[src/hsc_pkg.sv]
// ----------------------------------------------------------------------------
// hsc_pkg
// Shared types and constants for the HSV histogram skin classifier.
// ----------------------------------------------------------------------------
`default_nettype none

package hsc_pkg;

  localparam int LIKELIHOOD_WIDTH_DEF = 16;
  localparam int BIN_COUNT            = 256;

  localparam logic REQ_PIXEL = 1'b0;
  localparam logic REQ_LOAD  = 1'b1;

  // Divider widths: hue numerator is 255 * |I*d + F| (at most 255 * 1275).
  localparam int HREM_W = 19;
  localparam int HDEN_W = 11;
  localparam int HQ_W   = 8;
  localparam int SREM_W = 16;
  localparam int SDEN_W = 12;
  localparam int SQ_W   = 4;
  localparam int DIV_STAGES = 4;

  typedef struct packed {
    logic        req_type;
    logic [7:0]  red;
    logic [7:0]  green;
    logic [7:0]  blue;
    logic [7:0]  bin_index;
    logic [15:0] skin_value;
    logic [15:0] nonskin_value;
  } req_t;

  typedef struct packed {
    logic [7:0] out_pixel;
    logic       is_skin;
  } res_t;

  typedef struct packed {
    logic              is_load;
    logic [7:0]        bin_index;
    logic [15:0]       skin_value;
    logic [15:0]       nonskin_value;
    logic [7:0]        v;
    logic [HREM_W-1:0] hrem;
    logic [HDEN_W-1:0] hden;
    logic [HQ_W-1:0]   hq;
    logic              hneg;
    logic [SREM_W-1:0] srem;
    logic [SDEN_W-1:0] sden;
    logic [SQ_W-1:0]   sq;
  } div_t;

endpackage

`default_nettype wire

[src/hsc_div_stage.sv]
// ----------------------------------------------------------------------------
// hsc_div_stage
// One registered stage of the restoring dividers: two hue quotient bits and
// one saturation quotient bit.
// ----------------------------------------------------------------------------
`default_nettype none

module hsc_div_stage import hsc_pkg::*; #(
  parameter int STEP = 0
) (
  input  wire  logic clk,
  input  wire  logic rst,
  input  wire  logic in_valid,
  output logic       in_stall,
  input  wire  div_t in_data,
  output logic       out_valid,
  input  wire  logic out_stall,
  output div_t       out_data
);

  localparam int KH0 = HQ_W - 1 - 2 * STEP;
  localparam int KH1 = HQ_W - 2 - 2 * STEP;
  localparam int KS  = SQ_W - 1 - STEP;

  div_t              data_next;
  logic [HREM_W-1:0] sh0;
  logic [HREM_W-1:0] sh1;
  logic [SREM_W-1:0] ss;

  always_comb begin
    data_next = in_data;
    sh0 = HREM_W'(data_next.hden) << KH0;
    if (data_next.hrem >= sh0) begin
      data_next.hrem = data_next.hrem - sh0;
      data_next.hq[KH0] = 1'b1;
    end
    sh1 = HREM_W'(data_next.hden) << KH1;
    if (data_next.hrem >= sh1) begin
      data_next.hrem = data_next.hrem - sh1;
      data_next.hq[KH1] = 1'b1;
    end
    ss = SREM_W'(data_next.sden) << KS;
    if (data_next.srem >= ss) begin
      data_next.srem = data_next.srem - ss;
      data_next.sq[KS] = 1'b1;
    end
  end

  assign in_stall = out_valid && out_stall;

  always_ff @(posedge clk) begin
    if (rst) begin
      out_valid <= 1'b0;
    end else if (!in_stall) begin
      out_valid <= in_valid;
    end
  end

  always_ff @(posedge clk) begin
    if (!in_stall) begin
      out_data <= data_next;
    end
  end

endmodule

`default_nettype wire

[config.mk]
export PLATFORM = sky130hd
export DESIGN_NAME = hsc_div_stage
export DESIGN_NICKNAME = d
export VERILOG_FILES = /design/src/hsc_pkg.sv /design/src/hsc_div_stage.sv
export SDC_FILE = /design/constraint.sdc
export NUM_CORES = 1
export LEC_CHECK = 0
export BUFFER_PORTS_ARGS = -buffer_cell sky130_fd_sc_hd__buf_2
export CORE_UTILIZATION = 48
export CTS_CLUSTER_SIZE = 14
export DETAILED_ROUTE_END_ITERATION = 6
export PLACE_DENSITY = 0.88
export REMOVE_ABC_BUFFERS = 1
export SETUP_SLACK_MARGIN = 0.02
export SKIP_LAST_GASP = 1
export SLEW_MARGIN = 20
export SYNTH_ARGS = -nofsm -noshare
export SYNTH_HDL_FRONTEND = slang
export SYNTH_SLANG_ARGS = --single-unit
[constraint.sdc]
create_clock -name clk -period 5.95 [get_ports clk]
set_input_delay 0.8925 -clock clk [delete_from_list [all_inputs] [get_ports clk]]
set_output_delay 0.8925 -clock clk [all_outputs]
set_load 0.005 [all_outputs]
* Word level (Yosys, flattened, before mapping)
Index checks and enable logic that the tools add are counted.
Storage, ports and cells: input port bits 124, flip-flop bits (word level) 121, output and inout port bits 122
Operators by class: $add $sub $neg 3, $lt $le $gt $ge 3, reductions and logical operators 1, muxes and demuxes 3
Operators by type and width (count):
- 19-bit 2-to-1 mux | 2
- 19-bit by 17-bit >= comparator with 1-bit output | 1
- 19-bit by 18-bit >= comparator with 1-bit output | 1
- 19-bit by 17-bit subtractor with 19-bit output | 1
- 19-bit by 18-bit subtractor with 19-bit output | 1
- 16-bit by 15-bit >= comparator with 1-bit output | 1
- 16-bit 2-to-1 mux | 1
- 16-bit by 15-bit subtractor with 16-bit output | 1
- 1-bit logical AND | 1

* Logic depth before layout (Yosys ltp)
Gate-level depths: netlist (run 1).
depth in word-level cells 4, depth in mapped cells 20, depth with buffers taken out 17

* Least setup slack after synthesis (run 1)
Ideal clock, no wire load.
path type input to register, start point input in_data[59] (netlist name), end point register out_data[61] (netlist name) (data pin), arrival 4.658 ns, stages 20, setup time 0.260 ns, required time 5.690 ns, setup slack 1.032 ns, cells stage by stage inv_1 > ha_1 > fa_1 > nor2b_1 > o31a_1 > o221ai_1 > nand2_1 > buf_2 > buf_1 > nor2_1 > a21oi_1 > ha_1 > nor2b_1 > o31a_1 > o31a_1 > o21bai_1 > and4_1 > o211ai_4 > buf_12 > mux2_4
RTL lines:
- start, declared | RTL line hsc_div_stage.sv:15 | input wire div_t in_data,
- end signal, assigned | RTL line hsc_div_stage.sv:61 | out_data <= data_next;
- end, declared | RTL line hsc_div_stage.sv:18 | output div_t out_data

==> summary.md, run 1 <==
| Metric | Value |
|---|---|
| Proportion of synthesized area in mux cells | 5.862% |
| Seq cells post-synth | 121 |
| Unrepaired setup endpoints after global routing | no |
| Dominant combinational cell family by area after synthesis | compound AO/OA/AOI/OAI gates |
| Buffers and inverters on the worst path | 1 |
| Crit-path most repeated cell | nand2_1 |
| Clock sink count | 121 |
| Count of input and output buffers | 245 |
| Number of clock buffers inserted by TritonCTS | 17 |
| Dominant register cell in the synthesized netlist | edfxtp_1 |
| Cell variety after synth | 53 |
| TritonCTS clock tree | yes |
| Number of hold buffers added after CTS | 0 |
| Worst Hold Launch | rst |
| Library cell occupying the most area in the post-synthesis netlist | edfxtp_1 |
| Core Rows | 39 |
| Worst reg2reg path depth | 2 |
| Crit path launch | in_data[41] |
| Cell count after placement | 810 |
| Post-route standard cell area excluding fillers | 0.007834 mm^2 |
| Core region area | 0.01166 mm^2 |
| IO Count | 246 |
| Clock Root Buffer | clkbuf_16 |
| Critical Path Slowest Stage Cell | nand2_1 |
| Worst reg2reg path startpoint | out_valid |
| Final weighted congestion of routability-driven global placement | 0.8926 |
| Via density | 5.455 |
| Leakage power summed over all cells | 3.582 nW |
| Critical path launch point type | primary input |
| First-pass GRT wire length | 22.10 mm |
| Number of nets at the end of the flow | 847 |
| Seq/Total Area, Yosys | 61.96% |
| Synth warnings | 0 |
| Simple-gate share of the synthesized area | 7.681% |
| Proportion of layout cells with a drive suffix above 1 | 44.21% |
| Maximum Capacitance Violations | 0 |
| Pin count of the biggest net entering global routing | 65 |
| Hold path depth | 2 |
| Bufs on Longest Clock Path | 2 |
| Post-synthesis compound-gate area fraction | 10.83% |
| Area overhead of the layout relative to synthesis | 33.95% |
| Antenna Violating Nets Remaining | 0 |
| Detailed placement HPWL | 10.99 mm |
| Post-route non-filler standard cell count | 842 |
| Detailed-routing iteration count for the pre-antenna-repair pass | 5 |
| Cts repair resizes | 0 |
| Critical path arrival | 5.20 ns |
| N_diodes | 0 |
| XOR/XNOR share of the synthesized area | 2.546% |
| Die extent in y | 112.4 um |
| IR drop worst, VDD | 0.0001784 V |
| First DRT Iteration DRCs | 266 |
| DRC errors left | 0 |
| Peak per-stage delay on the critical path | 0.52 ns |
| Relative max-transition margin | 48.18% |
| Fraction of the mapped netlist area in adder cells | 8.301% |
| Least-Margin Pin Slew | 0.7773 ns |
| Pwr dens | 339.5 mW/mm^2 |
| WS Path Type | in2reg |
| Clock Latency Late Sink | 0.41 ns |
| Avg WL per Cell | 17.17 um |
| Final Hold Vio Count | 0 |
| Final wirelength | 14.46 mm |
| Peak fanout along the critical path | 20 |
| Final setup violation count | 0 |
| Via count of the first global-routing pass | 4458 |
| Outcome | completed |
| Total congestion overflow after global routing | 0 |
| Class of the tightest hold or removal check | in2reg |
| Standard cell area after detailed placement | 0.007242 mm^2 |
| Total area of multi-input combinational cells | 0.002067 mm^2 |
| Post-CTS setup buffer count | 0 |
| Kind of end point of the critical path | register |
| Area taken by flip-flops and latches | 0.003623 mm^2 |
| Initial antenna violation count | 0 |
| H-tree levels | 4 |
| Highest clock frequency the design can meet | 198.2 MHz |
| Die footprint | 0.01263 mm^2 |
| All-Layer GR Usage | 23.08% |
| Post-route fraction of the period consumed by the critical path | 84.79% |
| Cells taking the most area after synthesis | edfxtp_1 62%, ha_1 7.3%, mux2_2 2.7% |
| Summed instance area of the synthesized netlist | 0.005848 mm^2 |
| Worst-path clk slew | 0.06 ns |
| Die width | 112.4 um |
| Filler instances | 805 |
| Worst-case clock skew | 0.01052 ns |
| Cell Chain, Critical Path | buf_2, ha_1, fa_1, nor2b_1, o31a_1, o221ai_1, nand2_1, o21ai_0, o21a_1, ha_1, nand2_1, nor2_1, nand2_1, or4_1, and4_1, o211ai_4, mux2_2 |
| Total Negative Setup Slacks | 0 ns |
| Stages on worst setup path | 17 |
| Number of enable-type register cells in the synthesized netlist | 120 |
| Vias | 4593 |
| Share of flip-flops with an asynchronous set or reset after synthesis | 0% |
| Fraction of post-synthesis cell area in the top cell type by area | 61.62% |
| Pins over their slew limit | 0 |
| Initial Utilization | 50.14% |
| Count of mapped cells out of synthesis | 424 |
| Power consumption | 0.002660 W |
| Family with the most delay on the worst path | simple AND/OR/NAND/NOR gates |
| Post-layout min period | 5.045 ns |
| Mean Syn Cell Area | 13.79 um^2 |
| Critical path required time | 6.11 ns |
==> power by group <==
part	leakage [nW]	switching [W]	total [W]	internal, W
clock	0.287	0.000392	0.00102	0.000626
combinational	2.05	0.000284	0.000558	0.000274
sequential	1.25	0.0000236	0.00108	0.00106
total	3.58	0.000700	0.00266	0.00196
==> synthesized netlist by cell type (2+ instances only) <==
library cell	n
a211oi_1	3
a21boi_0	2
a21o_1	3
a21oi_1	25
and3_1	2
and4_1	2
buf_2	2
edfxtp_1	120
fa_1	3
ha_1	34
inv_1	35
mux2_2	14
mux2_4	9
mux2i_1	5
nand2_1	20
nand2b_1	4
nand3_1	5
nand4_1	4
nor2_1	25
nor2b_1	9
nor3_1	6
nor4b_1	2
o211ai_1	3
o21a_1	15
o21ai_0	17
o221ai_1	2
o22ai_1	2
o31a_1	7
or2_2	3
or4_1	3
xnor2_1	9
xor2_1	8
==> registers in the layout, summed over array words and instances, names as in the netlist <==
register	cells
out_valid	1
out_data	120
==> cell type report <==
| type | count | area share [%] |
|---|---|---|
| well taps | 143 | 2.284 |
| clock buffers | 17 | 5.430 |
| repair buffers | 247 | 15.84 |
| clock inverters | 15 | 2.124 |
| inverters | 35 | 1.677 |
| flip-flops and latches | 121 | 46.25 |
| multi-input cells | 264 | 26.39 |
==> per-layer routing <==
layer | share of wire (%) | GRT usage [%]
met4 | 2.5 | 11.29
met3 | 7.6 | 6.317
met2 | 53 | 42.44
met5 | 0 | 0
met1 | 36 | 24.31
==> path summary, 6_finish.rpt <==
kind                                endpoint  slack [ns]
worst min register to register  out_data[34]        1.11
worst min-delay path               out_valid        0.65
worst max register to register  out_data[80]        3.89
worst max-delay path            out_data[60]        0.91
==> worst reg2reg max path, cell delays in order, from the launching register on <==
cell and delay [ns]:
dfxtp_1 0.33, nand2_4 0.55, buf_4 0.78
==> placed cells by master, fill, tap and decap left out, types with 3 or more instances in the layout <==
cell         n
o211ai_1     3
nand2b_1     4
inv_6        5
nand2_1     19
clkbuf_16   17
o21a_1      15
mux2_2      14
edfxtp_1   120
nor2_1      25
mux2i_1      5
a211oi_1     3
a21oi_1     25
mux2_4       9
inv_1       35
fa_1         3
buf_2      245
nand4_1      4
xnor2_1      9
o31a_1       7
o21ai_0     17
clkinv_4     3
nor3_1       6
or4_1        3
nor2b_1      9
a21o_1       3
nand3_1      5
or2_2        3
xor2_1       8
ha_1        34
==> cells by family (layout without fill, tap and decap cells) <==
family | after synthesis | count (layout)
buffers and inverters | 39 | 314
AOI/OAI and AO/OA | 93 | 93
xor gates and xnor gates | 17 | 17
muxes | 28 | 28
adders and majority gates | 37 | 37
and+or+nand+nor | 89 | 89
DFF | 121 | 121
==> metrics by stage <==
stage	hold WS, ns	util (%)	setup slack [ns]
6_report	0.6486	67.17	0.9052
5_1_grt	0.6369	67.17	0.5747
4_1_cts	0.6393	67.17	0.9014
3_5_place_dp	1.067	62.10	0.4979
3_3_place_gp	1.053	62.10	0.6715
2_1_floorplan	0.9649	-	1.108
(Power assumes the default switching activity.)
==> run 2: changes to the inputs <==
--- a/config.mk
+++ b/config.mk
@@ -6,10 +6,10 @@
 export NUM_CORES = 1
 export LEC_CHECK = 0
 export BUFFER_PORTS_ARGS = -buffer_cell sky130_fd_sc_hd__buf_2
-export CORE_UTILIZATION = 48
+export CORE_UTILIZATION = 44
 export CTS_CLUSTER_SIZE = 14
 export DETAILED_ROUTE_END_ITERATION = 6
-export PLACE_DENSITY = 0.88
+export PLACE_DENSITY = 0.85
 export REMOVE_ABC_BUFFERS = 1
 export SETUP_SLACK_MARGIN = 0.02
 export SKIP_LAST_GASP = 1
==> constraint.sdc (replaced) <==
create_clock -name clk -period 4.6 [get_ports clk]
set_input_delay 0.69 -clock clk [delete_from_list [all_inputs] [get_ports clk]]
set_output_delay 0.69 -clock clk [all_outputs]
set_load 0.005 [all_outputs]
==> summary.md, run 2 (synthesis results as in run 1) <==
| Metric | Value |
|---|---|
| Outcome | completed |
| Die width | 117.3 um |
| Crit-path most repeated cell | o31a_1 |
| Class of the tightest hold or removal check | in2reg |
| Post-route fraction of the period consumed by the critical path | 94.85% |
| Via count of the first global-routing pass | 4772 |
| Pin count of the biggest net entering global routing | 63 |
| Detailed placement HPWL | 12.06 mm |
| First-pass GRT wire length | 22.45 mm |
| Reg2Reg Setup Slack | 3.18 ns |
| Pwr dens | 425.6 mW/mm^2 |
| Last element of the critical path | out_data[63] |
| Leakage power summed over all cells | 3.740 nW |
| Bufs on Longest Clock Path | 2 |
| Final setup violation count | 0 |
| Total congestion overflow after global routing | 0 |
| N_diodes | 0 |
| Cell Chain, Critical Path | buf_2, ha_1, fa_1, nor2b_1, o31a_1, o221ai_1, nand2_1, buf_4, nor2_1, a21oi_1, ha_1, nor2b_1, o31a_1, o31a_1, o21bai_1, and4_1, o211ai_4, mux2_4 |
| Buffers and inverters on the worst path | 2 |
| DRC errors left | 0 |
| Highest clock frequency the design can meet | 229.2 MHz |
| Critical path arrival | 4.52 ns |
| Proportion of layout cells with a drive suffix above 1 | 46.74% |
| Total Negative Setup Slacks | 0 ns |
| All-Layer GR Usage | 22.25% |
| Area overhead of the layout relative to synthesis | 39.05% |
| Clock Root Buffer | clkbuf_16 |
| Clock sink count | 121 |
| Worst-case clock skew | 0.009055 ns |
| Avg WL per Cell | 16.73 um |
| Endpoint of the worst-slack reg-to-reg timing path | out_data[81] |
| First DRT Iteration DRCs | 260 |
| Worst slack, placed | -0.1218 ns |
| Vias | 4715 |
| Peak fanout along the critical path | 12 |
| Leading cell types in the layout, fill and taps excluded | 245 x buf_2, 120 x edfxtp_1, 39 x buf_4, 35 x inv_1, 34 x ha_1 |
| Filler instances | 956 |
| Number of clock buffers inserted by TritonCTS | 17 |
| Critical path launch point type | primary input |
| Final weighted congestion of routability-driven global placement | 0.9385 |
| Relative max-transition margin | 49.81% |
| Maximum Capacitance Violations | 0 |
| Register containing the most flip-flops in the final layout | out_data |
| Antenna Violating Nets Remaining | 0 |
| Critical path required time | 4.75 ns |
| Unrepaired setup endpoints after global routing | no |
| Largest register FFs | 120 |
| Least-Margin Pin Slew | 0.7528 ns |
| Worst-path clk slew | 0.05 ns |
| Final Util | 63.66% |
| Stages on worst setup path | 18 |
| Post-layout min period | 4.363 ns |
| Die footprint | 0.01376 mm^2 |
| Final Hold Vio Count | 0 |
| IR drop worst, VDD | 0.0001862 V |
| Number of nets at the end of the flow | 884 |
| Via density | 5.193 |
| WS Path Type | in2reg |
| Detailed-routing iteration count for the pre-antenna-repair pass | 5 |
| IO Count | 246 |
| Core Rows | 41 |
| Initial Utilization | 45.78% |
| Die extent in y | 117.3 um |
| Family with the most delay on the worst path | compound AO/OA/AOI/OAI gates |
| Post-CTS setup buffer count | 0 |
| Registers with the highest flip-flop counts | out_data x120, out_valid x1 |
| Worst reg2reg path startpoint | out_valid |
| Power consumption | 0.003461 W |
| Most common cell after layout, fill and taps aside | buf_2 |
| Cts repair resizes | 0 |
| Kind of end point of the critical path | register |
| Peak per-stage delay on the critical path | 0.41 ns |
| Worst reg2reg path depth | 2 |
| Final wirelength | 15.20 mm |
| Crit path launch | in_data[41] |
| Number of hold buffers added after CTS | 0 |
| Core region area | 0.01277 mm^2 |
| H-tree levels | 4 |
| Pins over their slew limit | 0 |
| Initial antenna violation count | 0 |
| Count of input and output buffers | 245 |
| TritonCTS clock tree | yes |
| Clock Latency Late Sink | 0.41 ns |
| Critical Path Slowest Stage Cell | fa_1 |
| Slack of the critical path | 0.2368 ns |
run 2: cell count changes in the layout (fill, tap and decap cells not counted):
cell | previous run | this run
buf_4 | 2 | 39
inv_8 | 1 | 0
clkinv_1 | 0 | 2
inv_6 | 5 | 3
clkinvlp_4 | 2 | 5
clkinv_4 | 3 | 1
run 2: power breakdown:
part	switching, W	internal (W)	leakage [nW]
registers	0.0000375	0.00137	1.25
logic	0.000381	0.000399	2.23
clock network	0.000476	0.000795	0.267
total	0.000895	0.00257	3.74
run 2: layout make-up:
| cell class | instances | area (um^2) | share of cell area [%] |
|---|---|---|---|
| Clock buffer | 17 | 425.4 | 5.232 |
| Timing Repair Buffer | 284 | 1519 | 18.68 |
| Clock inverter | 15 | 150.1 | 1.846 |
| Tap cell | 172 | 215.2 | 2.647 |
| Inverter | 35 | 131.4 | 1.616 |
| Sequential cell | 121 | 3623 | 44.56 |
| Multi-Input combinational cell | 264 | 2067 | 25.42 |
run 2: per-layer routing:
metal	wire length [um]	GRT usage [%]
met1	5706	22.88
met2	8019	41.02
met3	1090	6.591
met4	379	10.97
met5	0	0
run 2: metrics by stage:
stage          std cells  instance area [um^2]  hold WS (ns)
2_1_floorplan        420                  5814        0.7624
3_3_place_gp         876                  7556        0.6365
3_5_place_dp         876                  7556        0.6823
4_1_cts              908                  8132        0.4312
5_1_grt              908                  8132        0.4226
6_report             908                  8132        0.4460
run 2: worst min-delay path by stage:
stage	start	to	slack, ns	depth (start not counted)
floorplan	rst	out_valid	0.76	1
global placement	out_valid	out_valid	0.64	4
detailed placement	out_valid	out_valid	0.68	4
CTS	rst	out_valid	0.43	2
global route	in_data[77]	out_data[77]	0.42	1
finish	rst	out_valid	0.45	2
